===== src/rtl/ibt_pkg.sv =====
// Shared types and constants for the interval booking table.
// No dependencies; every other file in rtl/ imports this package.
package ibt_pkg;

    localparam int ENTRIES_DEF   = 64;
    localparam int TIME_BITS_DEF = 32;
    localparam int IN_W          = 32;
    localparam int USED_W        = 7;

    typedef enum logic [1:0] {
        ST_BOOKED  = 2'd0,
        ST_OVERLAP = 2'd1,
        ST_FULL    = 2'd2,
        ST_INVALID = 2'd3
    } t_status;

    typedef enum logic [2:0] {
        S_IDLE = 3'b001,
        S_SCAN = 3'b010,
        S_DONE = 3'b100
    } t_state;

endpackage


===== src/rtl/ibt_if.sv =====
// Request and response channel interfaces for the interval booking table.
// Depends on ibt_pkg for field widths and the status type.
interface ibt_req_if;
    import ibt_pkg::*;
    logic            valid;
    logic            ready;
    logic [IN_W-1:0] start_time;
    logic [IN_W-1:0] end_time;
    modport source (output valid, output start_time, output end_time, input ready);
    modport sink   (input valid, input start_time, input end_time, output ready);
endinterface

interface ibt_rsp_if;
    import ibt_pkg::*;
    logic              valid;
    logic              ready;
    t_status           status;
    logic [USED_W-1:0] entries_used;
    modport source (output valid, output status, output entries_used, input ready);
    modport sink   (input valid, input status, input entries_used, output ready);
endinterface


===== src/rtl/ibt_slot_mem.sv =====
// Slot storage: one synchronous RAM holding {start, end} per slot.
// One write port, one read port, read data registered. Uses ibt_pkg.
module ibt_slot_mem #(
    parameter int DEPTH = ibt_pkg::ENTRIES_DEF,
    parameter int AW    = 6,
    parameter int DW    = 2 * ibt_pkg::TIME_BITS_DEF
) (
    input  logic          i_clk,
    input  logic          i_wr_en,
    input  logic [AW-1:0] i_wr_addr,
    input  logic [DW-1:0] i_wr_data,
    input  logic          i_rd_en,
    input  logic [AW-1:0] i_rd_addr,
    output logic [DW-1:0] o_rd_data
);
    import ibt_pkg::*;

    logic [DW-1:0] r_slot [DEPTH];
    logic [DW-1:0] r_rd_data;

    always_ff @(posedge i_clk) begin
        if (i_wr_en) begin
            r_slot[i_wr_addr] <= i_wr_data;
        end
    end

    always_ff @(posedge i_clk) begin
        if (i_rd_en) begin
            r_rd_data <= r_slot[i_rd_addr];
        end
    end

    assign o_rd_data = r_rd_data;

endmodule


===== src/rtl/ibt_scan_ctrl.sv =====
// Request sequencer: takes a request, scans stored slots one read per cycle,
// decides the status, appends on success and holds the response register.
// Uses ibt_pkg and the ibt_req_if / ibt_rsp_if interfaces.
module ibt_scan_ctrl #(
    parameter int ENTRIES   = ibt_pkg::ENTRIES_DEF,
    parameter int TIME_BITS = ibt_pkg::TIME_BITS_DEF,
    parameter int AW        = 6,
    parameter int CNT_W     = 7
) (
    input  logic                     i_clk,
    input  logic                     i_rst_n,
    ibt_req_if.sink                  i_req,
    ibt_rsp_if.source                o_rsp,
    output logic                     o_wr_en,
    output logic [AW-1:0]            o_wr_addr,
    output logic [2*TIME_BITS-1:0]   o_wr_data,
    output logic                     o_rd_en,
    output logic [AW-1:0]            o_rd_addr,
    input  logic [2*TIME_BITS-1:0]   i_rd_data
);
    import ibt_pkg::*;

    localparam logic [CNT_W-1:0] FULL_CNT = CNT_W'(ENTRIES);

    t_state                r_state, n_state;
    logic [TIME_BITS-1:0]  r_s, r_e;
    logic [CNT_W-1:0]      r_count;
    logic [CNT_W-1:0]      r_rd_idx;
    logic                  r_pend;
    logic                  r_hit;
    logic                  r_invalid;
    logic                  r_out_valid;
    t_status               r_out_status;
    logic [USED_W-1:0]     r_out_used;

    logic [TIME_BITS+IN_W-1:0] in_s_ext, in_e_ext;
    logic [TIME_BITS-1:0]      in_s, in_e;
    logic [TIME_BITS-1:0]      rd_start, rd_end;
    logic                      accept, hit_now, scan_end, out_free, finish;
    t_status                   fin_status;
    logic [CNT_W-1:0]          fin_count;
    logic [CNT_W+USED_W-1:0]   fin_count_ext;

    // inputs truncated or zero-extended to the time width
    assign in_s_ext = {{TIME_BITS{1'b0}}, i_req.start_time};
    assign in_e_ext = {{TIME_BITS{1'b0}}, i_req.end_time};
    assign in_s     = in_s_ext[TIME_BITS-1:0];
    assign in_e     = in_e_ext[TIME_BITS-1:0];

    assign i_req.ready = (r_state == S_IDLE);
    assign accept      = i_req.valid && (r_state == S_IDLE);

    assign o_rd_en   = (r_state == S_SCAN) && (r_rd_idx != r_count);
    assign o_rd_addr = r_rd_idx[AW-1:0];
    assign rd_start  = i_rd_data[2*TIME_BITS-1:TIME_BITS];
    assign rd_end    = i_rd_data[TIME_BITS-1:0];
    assign hit_now   = r_pend && (r_s < rd_end) && (rd_start < r_e);
    assign scan_end  = (r_state == S_SCAN) && (r_rd_idx == r_count) && !r_pend;

    assign out_free = !r_out_valid || o_rsp.ready;
    assign finish   = (r_state == S_DONE) && out_free;

    always_comb begin
        if (r_invalid) begin
            fin_status = ST_INVALID;
        end else if (r_hit) begin
            fin_status = ST_OVERLAP;
        end else if (r_count == FULL_CNT) begin
            fin_status = ST_FULL;
        end else begin
            fin_status = ST_BOOKED;
        end
    end

    assign o_wr_en   = finish && (fin_status == ST_BOOKED);
    assign o_wr_addr = r_count[AW-1:0];
    assign o_wr_data = {r_s, r_e};
    assign fin_count = o_wr_en ? CNT_W'(r_count + 1'b1) : r_count;
    assign fin_count_ext = {{USED_W{1'b0}}, fin_count};

    always_comb begin
        n_state = r_state;
        case (r_state)
            S_IDLE: begin
                if (accept) begin
                    n_state = (in_s >= in_e) ? S_DONE : S_SCAN;
                end
            end
            S_SCAN: begin
                if (scan_end) begin
                    n_state = S_DONE;
                end
            end
            S_DONE: begin
                if (out_free) begin
                    n_state = S_IDLE;
                end
            end
            default: n_state = S_IDLE;
        endcase
    end

    always_ff @(posedge i_clk) begin
        if (!i_rst_n) begin
            r_state     <= S_IDLE;
            r_count     <= '0;
            r_rd_idx    <= '0;
            r_pend      <= 1'b0;
            r_hit       <= 1'b0;
            r_invalid   <= 1'b0;
            r_out_valid <= 1'b0;
        end else begin
            r_state <= n_state;
            if (accept) begin
                r_rd_idx  <= '0;
                r_pend    <= 1'b0;
                r_hit     <= 1'b0;
                r_invalid <= (in_s >= in_e);
            end else begin
                // read issued this cycle compares next cycle
                r_pend <= o_rd_en;
                if (o_rd_en) begin
                    r_rd_idx <= CNT_W'(r_rd_idx + 1'b1);
                end
                if (hit_now) begin
                    r_hit <= 1'b1;
                end
            end
            if (finish) begin
                r_count     <= fin_count;
                r_out_valid <= 1'b1;
            end else if (o_rsp.ready) begin
                r_out_valid <= 1'b0;
            end
        end
    end

    always_ff @(posedge i_clk) begin
        if (accept) begin
            r_s <= in_s;
            r_e <= in_e;
        end
        if (finish) begin
            r_out_status <= fin_status;
            r_out_used   <= fin_count_ext[USED_W-1:0];
        end
    end

    assign o_rsp.valid        = r_out_valid;
    assign o_rsp.status       = r_out_status;
    assign o_rsp.entries_used = r_out_used;

endmodule


===== src/rtl/interval_booking_table.sv =====
// Interval booking table: reserves non-overlapping half-open intervals.
// Request channel i_req carries start_time and end_time; response channel
// o_rsp carries status (booked, overlap, full, empty/reversed) and the
// number of stored intervals after the transaction. Both use valid/ready.
// One request is processed at a time. A request is taken in idle, then the
// sequencer reads the stored slots from the slot RAM, one read per cycle,
// comparing each against the request in the cycle after its read. The
// block is ready again the cycle after the response is registered; it
// takes no new request until the last one has finished its scan. A booked
// interval is written to the next free slot in the same cycle its
// response is registered. The response register lets the block take and
// scan the next request while a response waits; if the receiver still
// stalls when the next response is ready, the sequencer holds it and
// accepts nothing more. Synchronous active-low reset empties the table
// (count to zero) and drops any pending response; slot RAM contents need
// no clearing, since only slots below the count are ever read.
module interval_booking_table #(
    parameter int ENTRIES   = ibt_pkg::ENTRIES_DEF,
    parameter int TIME_BITS = ibt_pkg::TIME_BITS_DEF
) (
    input  logic      i_clk,
    input  logic      i_rst_n,
    ibt_req_if.sink   i_req,
    ibt_rsp_if.source o_rsp
);
    import ibt_pkg::*;

    localparam int AW    = (ENTRIES > 1) ? $clog2(ENTRIES) : 1;
    localparam int CNT_W = $clog2(ENTRIES + 1);
    localparam int DW    = 2 * TIME_BITS;

    logic          wr_en, rd_en;
    logic [AW-1:0] wr_addr, rd_addr;
    logic [DW-1:0] wr_data, rd_data;

    ibt_scan_ctrl #(
        .ENTRIES   (ENTRIES),
        .TIME_BITS (TIME_BITS),
        .AW        (AW),
        .CNT_W     (CNT_W)
    ) u_ctrl (
        .i_clk     (i_clk),
        .i_rst_n   (i_rst_n),
        .i_req     (i_req),
        .o_rsp     (o_rsp),
        .o_wr_en   (wr_en),
        .o_wr_addr (wr_addr),
        .o_wr_data (wr_data),
        .o_rd_en   (rd_en),
        .o_rd_addr (rd_addr),
        .i_rd_data (rd_data)
    );

    ibt_slot_mem #(
        .DEPTH (ENTRIES),
        .AW    (AW),
        .DW    (DW)
    ) u_mem (
        .i_clk     (i_clk),
        .i_wr_en   (wr_en),
        .i_wr_addr (wr_addr),
        .i_wr_data (wr_data),
        .i_rd_en   (rd_en),
        .i_rd_addr (rd_addr),
        .o_rd_data (rd_data)
    );

endmodule

===== src/flat_wrapper.sv =====
// flat-port wrapper written by rule: the top's interface ports become plain ports
module interval_booking_table_flat import ibt_pkg::*;
#(
    parameter int ENTRIES   = ibt_pkg::ENTRIES_DEF,
    parameter int TIME_BITS = ibt_pkg::TIME_BITS_DEF
)
  (i_clk, i_rst_n, i_req_valid, i_req_start_time, i_req_end_time, i_req_ready, o_rsp_valid, o_rsp_status, o_rsp_entries_used, o_rsp_ready);
  ibt_req_if i_req_i ();
  ibt_rsp_if o_rsp_i ();
  input  logic i_clk;
  input  logic i_rst_n;
  input wire logic [$bits(i_req_i.valid)-1:0] i_req_valid;
  input wire logic [$bits(i_req_i.start_time)-1:0] i_req_start_time;
  input wire logic [$bits(i_req_i.end_time)-1:0] i_req_end_time;
  output wire logic [$bits(i_req_i.ready)-1:0] i_req_ready;
  output wire logic [$bits(o_rsp_i.valid)-1:0] o_rsp_valid;
  output wire logic [$bits(o_rsp_i.status)-1:0] o_rsp_status;
  output wire logic [$bits(o_rsp_i.entries_used)-1:0] o_rsp_entries_used;
  input wire logic [$bits(o_rsp_i.ready)-1:0] o_rsp_ready;
  assign i_req_i.valid = i_req_valid;
  assign i_req_i.start_time = i_req_start_time;
  assign i_req_i.end_time = i_req_end_time;
  assign i_req_ready = i_req_i.ready;
  assign o_rsp_valid = o_rsp_i.valid;
  assign o_rsp_status = o_rsp_i.status;
  assign o_rsp_entries_used = o_rsp_i.entries_used;
  assign o_rsp_i.ready = o_rsp_ready;
  interval_booking_table #(.ENTRIES(ENTRIES), .TIME_BITS(TIME_BITS)) u_core (.i_clk(i_clk), .i_rst_n(i_rst_n), .i_req(i_req_i), .o_rsp(o_rsp_i));
endmodule

===== config.mk =====
export PLATFORM = sky130hd
export DESIGN_NAME = interval_booking_table_flat
export DESIGN_NICKNAME = d
export VERILOG_FILES = /design/src/rtl/ibt_pkg.sv /design/src/rtl/ibt_if.sv /design/src/rtl/ibt_slot_mem.sv /design/src/rtl/ibt_scan_ctrl.sv /design/src/rtl/interval_booking_table.sv /design/src/flat_wrapper.sv
export SDC_FILE = /design/constraint.sdc
export NUM_CORES = 2
export LEC_CHECK = 0
export BUFFER_PORTS_ARGS = -buffer_cell sky130_fd_sc_hd__buf_2
export CAP_MARGIN = 20
export CORE_MARGIN = 2
export CORE_UTILIZATION = 47
export CTS_BUF_LIST = sky130_fd_sc_hd__clkbuf_16
export CTS_CLUSTER_SIZE = 24
export DETAILED_ROUTE_END_ITERATION = 6
export SYNTH_ARGS = -nofsm -noshare
export SYNTH_HDL_FRONTEND = slang
export SYNTH_HIERARCHICAL = 1
export SYNTH_SLANG_ARGS = --single-unit

===== constraint.sdc =====
create_clock -name i_clk -period 8.1 [get_ports i_clk]
set_input_delay 1.62 -clock i_clk [delete_from_list [all_inputs] [get_ports i_clk]]
set_output_delay 1.62 -clock i_clk [all_outputs]
set_load 0.01 [all_outputs]

# Yosys cells after proc, flatten, opt, wreduce, memory -nomap -nowiden
# Memories as Yosys holds them, arrays and structs flattened. A register that Yosys moved wholly into a read port is not among the register bits.
# Index checks and enable logic that the tools add are counted.
# word_totals
reg_bits	94
ram_bits	4096
input_bits	68
output_inout_bits	11
wordCells	55
memories	1
# op_classes
addsub	2
order_cmp	3
eq_ne	9
n_mux	13
bitwise	1
n_reduce_logical	15
# memory_table
memory	words	width	read_ports	rd_clocked_by_memory_dff	write_ports	line	rtl
u_core.u_mem.r_slot	64	64	1	1	1	ibt_slot_mem.sv:18	logic [DW-1:0] r_slot [DEPTH];
# op_table
cell	n
$lt 32x32->1	2
$ge 32x32->1	1
$add 7x1->7 const B	2
$mux 3	4
$pmux 3 s3	1
$logic_and 1x1->1	8
$eq 7x7->1	1
$eq 7x7->1 const B	1
$mux 7	1
$ne 7x7->1	1
$mux 2	3
$mux 1	4
$ne 2x2->1 const B	2
$eq 3x1->1 const B	1
$eq 3x2->1 const B	1
$eq 3x3->1 const B	1
$reduce_and 3->1	1
$logic_not 1->1	2
$logic_not 2->1	1
$ne 2x1->1 const B	1
$reduce_bool 2->1	1
$reduce_or 2->1	1
$logic_or 1x1->1	1
$not 1->1	1

# Logic depth before layout (Yosys ltp)
# logic_depth
depth_word	8
mapped_depth	10
ltp_nobuf	8

# By module
# The synthesis kept the hierarchy.
# modules_own_cells
mod	instances	cells_per_inst	area_each_um2	seq_area_each_um2
ibt_slot_mem	1	6598	156989.3	124919.8
ibt_scan_ctrl	1	536	5694.2	2612.5

# Worst setup path before layout
# OpenSTA, ideal clock, no wires.
# synth_path
path_type	input-to-reg
startpoint	input o_rsp_ready
endpoint	memory u_core/u_mem/r_slot[48][0] (netlist name) (enable)
setup_time_ns	0.564
arrival_time_ns	7.690
setup_slack_ns	-0.155
path_stages	6
path_buffers	1
cell_sequence	nor2b_1 nor4_1 and3b_1 buf_2 nand4b_1 nor3_1
# synth_via
elab_chain_len	5
# synth_rtl
item	line	rtl
start, declared	flat_wrapper.sv:19	input wire logic [$bits(o_rsp_i.ready)-1:0] o_rsp_ready;
$logic_or 1x1->1	ibt_scan_ctrl.sv:60	assign out_free = !r_out_valid || o_rsp.ready;
$logic_and 1x1->1	ibt_scan_ctrl.sv:61	assign finish = (r_state == S_DONE) && out_free;
named net u_core.u_ctrl.finish	ibt_scan_ctrl.sv:39	logic accept, hit_now, scan_end, out_free, finish;
$logic_and 1x1->1	ibt_scan_ctrl.sv:75	assign o_wr_en = finish && (fin_status == ST_BOOKED);
named net u_core.wr_en	interval_booking_table.sv:32	logic wr_en, rd_en;
$mux 1	ibt_slot_mem.sv:22	if (i_wr_en) begin
$mux 1 (not written as such)	ibt_slot_mem.sv:23	r_slot[i_wr_addr] <= i_wr_data;
end, declared	ibt_slot_mem.sv:18	
# The timed path passes the listed nets, and every way through them passes these cells.

# Worst setup path after layout
# layout_path
startpoint	register u_core.u_ctrl.r_count[1]
endpoint	memory u_core/u_mem/r_slot[10][8] (netlist name) (enable)
# layout_via
elab_chain_len	8
# layout_rtl
item	line	rtl
start, declared	ibt_scan_ctrl.sv:27	logic [CNT_W-1:0] r_count;
start signal, assigned	ibt_scan_ctrl.sv:130	r_count <= fin_count;
$eq 7x7->1	ibt_scan_ctrl.sv:68	end else if (r_count == FULL_CNT) begin
$mux 2	ibt_scan_ctrl.sv:68	
$mux 2	ibt_scan_ctrl.sv:66	end else if (r_hit) begin
$mux 2	ibt_scan_ctrl.sv:64	if (r_invalid) begin
$logic_not 2->1	ibt_scan_ctrl.sv:75	
$logic_and 1x1->1	ibt_scan_ctrl.sv:75	
named net u_core.wr_en	interval_booking_table.sv:32	
$mux 1	ibt_slot_mem.sv:22	
$mux 1 (not written as such)	ibt_slot_mem.sv:23	
# The timed path passes the listed nets, and every way through them passes these cells.

==> impl_metrics.csv <==
group,metric,value,unit
outcome,outcome,"finished clean",
min_path,min_path_cells,2,
worst_setup_path,critPathCaptureType,"flop",
timing,rsz0062_at_grt,"no",
synth,ys.flop_type,"edfxtp_1",
timing,setup_tns,0,ns
final_layout,fin_nets,7760,
worst_setup_path,r2r-start,"u_core/u_ctrl/r_count[1]$_SDFFE_PN0P_",
clock_tree,cts_max_level,5,
timing,skew,0.0902,ns
final_layout,nFillCells,26100,
synth,yosys_warnings,6,
synth,syn_nets,7299,
floorplan,die_x,592,um
global_route,grtUsageTotal,0.270,
power,ir_drop,0.191,mV
timing,fin_crit,5.03,ns
clock_tree,cts_buffer_depth,4,
worst_setup_path,r2r.worst_path.cells,9,
drt,drt_wl_total,474,mm
power,pwr_density_cell,243,nW/um^2
floorplan,pin_count,79,
job,maxCapViolations,0,
synth,synth_cell_type_count,57,
floorplan,die_area,351000,sq um
synth,ys_ff_latch,4254,
timing,maxSlewHeadroom,0.0925,
global_route,globalRoute.totalOverflow,0,
synth,yosysTopAreaCell,"edfxtp_1",
synth,yosysTopAreaCellShare,0.781,
min_path,min_from,"u_core/u_ctrl/r_rd_idx[6]$_SDFFE_PP0P_",
synth,synth_area_leaders,"edfxtp_1 (78%), mux4_2 (14%), mux2i_1 (0.84%), a22oi_1 (0.78%), ha_1 (0.75%)",
timing,tightest_slew,1.36,ns
synth,synth_edf_count,4233,
clock_tree,cts_made_buffers,426,
power,total_power,44800,uW
synth,ys_seq_area_frac,0.784,
global_route,grt_pass1_wl,648,mm
synth,synthArstFlopShare,0,
timing,finalCritPeriodShare,0.621,
drt,ant_nets,0,
clock_tree,post_cts_buffers,0,
drt,wl_per_cell,37.8,um
floorplan,core_area,345000,sq um
min_path,hold_path.class,"reg -> reg",
clock_tree,insertion_delay,1.01,ns
min_path,min_to,"u_core/u_ctrl/r_rd_idx[6]$_SDFFE_PP0P_",
place,port_buffers,78,
global_route,antenna_found_initial,74,
place,dp_hpwl,288,mm
worst_setup_path,rrSetupSlack,3.07,ns
global_route,use_met2,0.397,
final_layout,areaGrowthSynthToFinish,13.5,%
final_layout,layout-drive-gt1-share,0.270,
drt,drt_first_pass_iters,5,
floorplan,start_util,0.471,
global_route,grt.busiest_layer,"met2",
global_route,use_met1,0.384,
timing,max_freq,199,MHz
power,p_leak,0.0562,uW
worst_setup_path,arrival,5.61,ns
worst_setup_path,critPathLaunchType,"flop",
clock_tree,clkTransAtPathRegs,0.06,ns
clock_tree,ctsResizeCount,0,
place,gp_congestion,0.923,
timing,hold_viol_final,0,
floorplan,placementRows,216,
synth,avgSynthCellArea,22.8,sq um
clock_tree,cts.sinks,4254,
floorplan,die_h,592,um
worst_setup_path,crit_required,8.68,ns
drt,avgViaCountPerCell,6.46,
synth,syn-cell-area,163000,sq um
drt,drt-initial-drc-count,12800,
worst_setup_path,worstSetupPathType,"reg -> reg",
drt,drc,0,
clock_tree,cts_tree,"yes",
final_layout,utilization,0.535,
timing,slew_violations,0,
drt,num_vias,81100,
worst_setup_path,rr_endpoint,"u_core/u_mem/r_slot[10][8]$_DFFE_PP_",
clock_tree,postCtsHoldBufs,0,
worst_setup_path,path_max_fanout,53,
global_route,grt_pass1_vias,79100,
global_route,grt_max_degree,98,
timing,setup_violations,0,
synth,synth_cells,7134,
global_route,grt_use_met3,0.0796,
clock_tree,root_buffer,"clkbuf_16",
cells in the final DEF (no fill, tap or decap), drive strengths merged, types with 57 or more instances in the layout:
| cell | Yosys | layout |
|---|---|---|
| nand3 | 57 | 57 |
| ha | 97 | 97 |
| a211oi | 75 | 75 |
| and3 | 66 | 66 |
| clkinv | 0 | 171 |
| clkbuf | 141 | 435 |
| mux4 | 1024 | 1024 |
| mux2i | 136 | 136 |
| nand2 | 78 | 78 |
| inv | 119 | 236 |
| buf | 245 | 417 |
| a22oi | 168 | 168 |
| a22o | 89 | 89 |
| o22ai | 85 | 85 |
| edfxtp | 4233 | 4233 |
| nor2 | 137 | 137 |
worst max-delay path by stage:
| stage | startpoint | end | depth (start not counted) |
|---|---|---|---|
| detailed placement | o_rsp_ready | u_core/u_mem/r_slot[10][21]$_DFFE_PP_ | 9 |
| global route | o_rsp_ready | u_core/u_mem/r_slot[10][21]$_DFFE_PP_ | 9 |
| finish | u_core/u_ctrl/r_count[1]$_SDFFE_PN0P_ | u_core/u_mem/r_slot[10][8]$_DFFE_PP_ | 9 |
| CTS | u_core/u_ctrl/r_count[1]$_SDFFE_PN0P_ | u_core/u_mem/r_slot[10][21]$_DFFE_PP_ | 9 |
| floorplan | o_rsp_ready | u_core/u_mem/r_slot[62][0]$_DFFE_PP_ | 7 |
| global placement | o_rsp_ready | u_core/u_mem/r_slot[10][21]$_DFFE_PP_ | 9 |
power breakdown:
part | internal (uW) | leakage, uW | switching, uW
clock network | 11100 | 0.00711 | 8360
logic | 117 | 0.0109 | 819
registers | 24400 | 0.0382 | 52.6
worst max-delay path, cell delays in order (launching register included):
cell and delay, ns:
dfxtp_1 1.15, inv_1 0.18, ha_1 0.25, nand4_1 0.09, and3b_1 0.17, buf_4 0.26
nor2b_1 0.31, nand2_1 0.64, nor2_4 0.65, buf_4 0.80
logic make-up after synthesis:
kind of cell             count (synthesis)  synth area share
flip-flops                            4254             0.784
AND/OR/NAND/NOR                        508            0.0159
AO/OA/AOI/OAI                          593            0.0273
multiplexers                          1160             0.150
adder cells (fa/ha/maj)                 97           0.00746
XOR/XNOR                                17          0.000915
buffers and inverters                  505            0.0144
layout make-up:
| cell class | instances | area, sq um | area share |
|---|---|---|---|
| timing repair buffer | 419 | 3690 | 0.0200 |
| sequential | 4254 | 128000 | 0.691 |
| inverter | 119 | 447 | 0.00242 |
| clock inverter | 344 | 2910 | 0.0157 |
| tap | 4578 | 5730 | 0.0310 |
| clock buffer | 433 | 10800 | 0.0587 |
| multi-input combinational | 2375 | 33400 | 0.181 |
| antenna | 26 | 65.1 | 0.000352 |
synthesized netlist by cell type, types with 19 or more instances:
| library cell | number |
|---|---|
| a211oi_1 | 75 |
| a21oi_1 | 30 |
| a22o_1 | 89 |
| a22oi_1 | 168 |
| a2bb2oi_1 | 19 |
| a31oi_1 | 19 |
| a41oi_1 | 27 |
| and3_1 | 66 |
| buf_1 | 20 |
| buf_2 | 172 |
| buf_4 | 46 |
| clkbuf_1 | 141 |
| dfxtp_1 | 21 |
| edfxtp_1 | 4233 |
| ha_1 | 97 |
| inv_1 | 118 |
| mux2i_1 | 136 |
| mux4_2 | 1024 |
| nand2_1 | 78 |
| nand3_1 | 57 |
| nand4_1 | 27 |
| nor2_1 | 137 |
| nor2b_1 | 31 |
| o221ai_1 | 39 |
| o22ai_1 | 85 |
| or2_2 | 29 |
| or3_1 | 31 |
sequential cells by signal (all words and copies together) (netlist names):
register and count:
u_core/u_ctrl/r_pend 1, u_core/u_ctrl/r_e 32, u_core/u_mem/o_rd_data 64, u_core/u_mem/r_slot 4096
u_core/u_ctrl/r_invalid 1, u_core/u_ctrl/o_rsp.valid 1, u_core/u_ctrl/r_state 3, u_core/u_ctrl/r_s 32
u_core/u_ctrl/r_count 7, u_core/u_ctrl/o_rsp.status 2, u_core/u_ctrl/r_rd_idx 7, u_core/u_ctrl/r_hit 1
u_core/u_ctrl/o_rsp.entries_used 7
metrics by stage:
stage	hold WS [ns]	std cells	setup WS [ns]	area (sq um)
finish	0.505	12500	3.07	185000
CTS	0.509	12500	3.16	185000
detailed placement	0.497	11700	2.16	171000
global route	0.557	12500	2.92	185000
floorplan	0.457	7134	1.29	163000
global placement	0.485	11700	2.20	171000
metal layers:
| metal | wire (um) | part of all wire |
|---|---|---|
| met1 | 183000 | 0.39 |
| met2 | 212000 | 0.45 |
| met3 | 59500 | 0.13 |
| met4 | 19400 | 0.041 |
| met5 | 175 | 0.00037 |
Note: power is estimated with default switching activity, not from simulation.
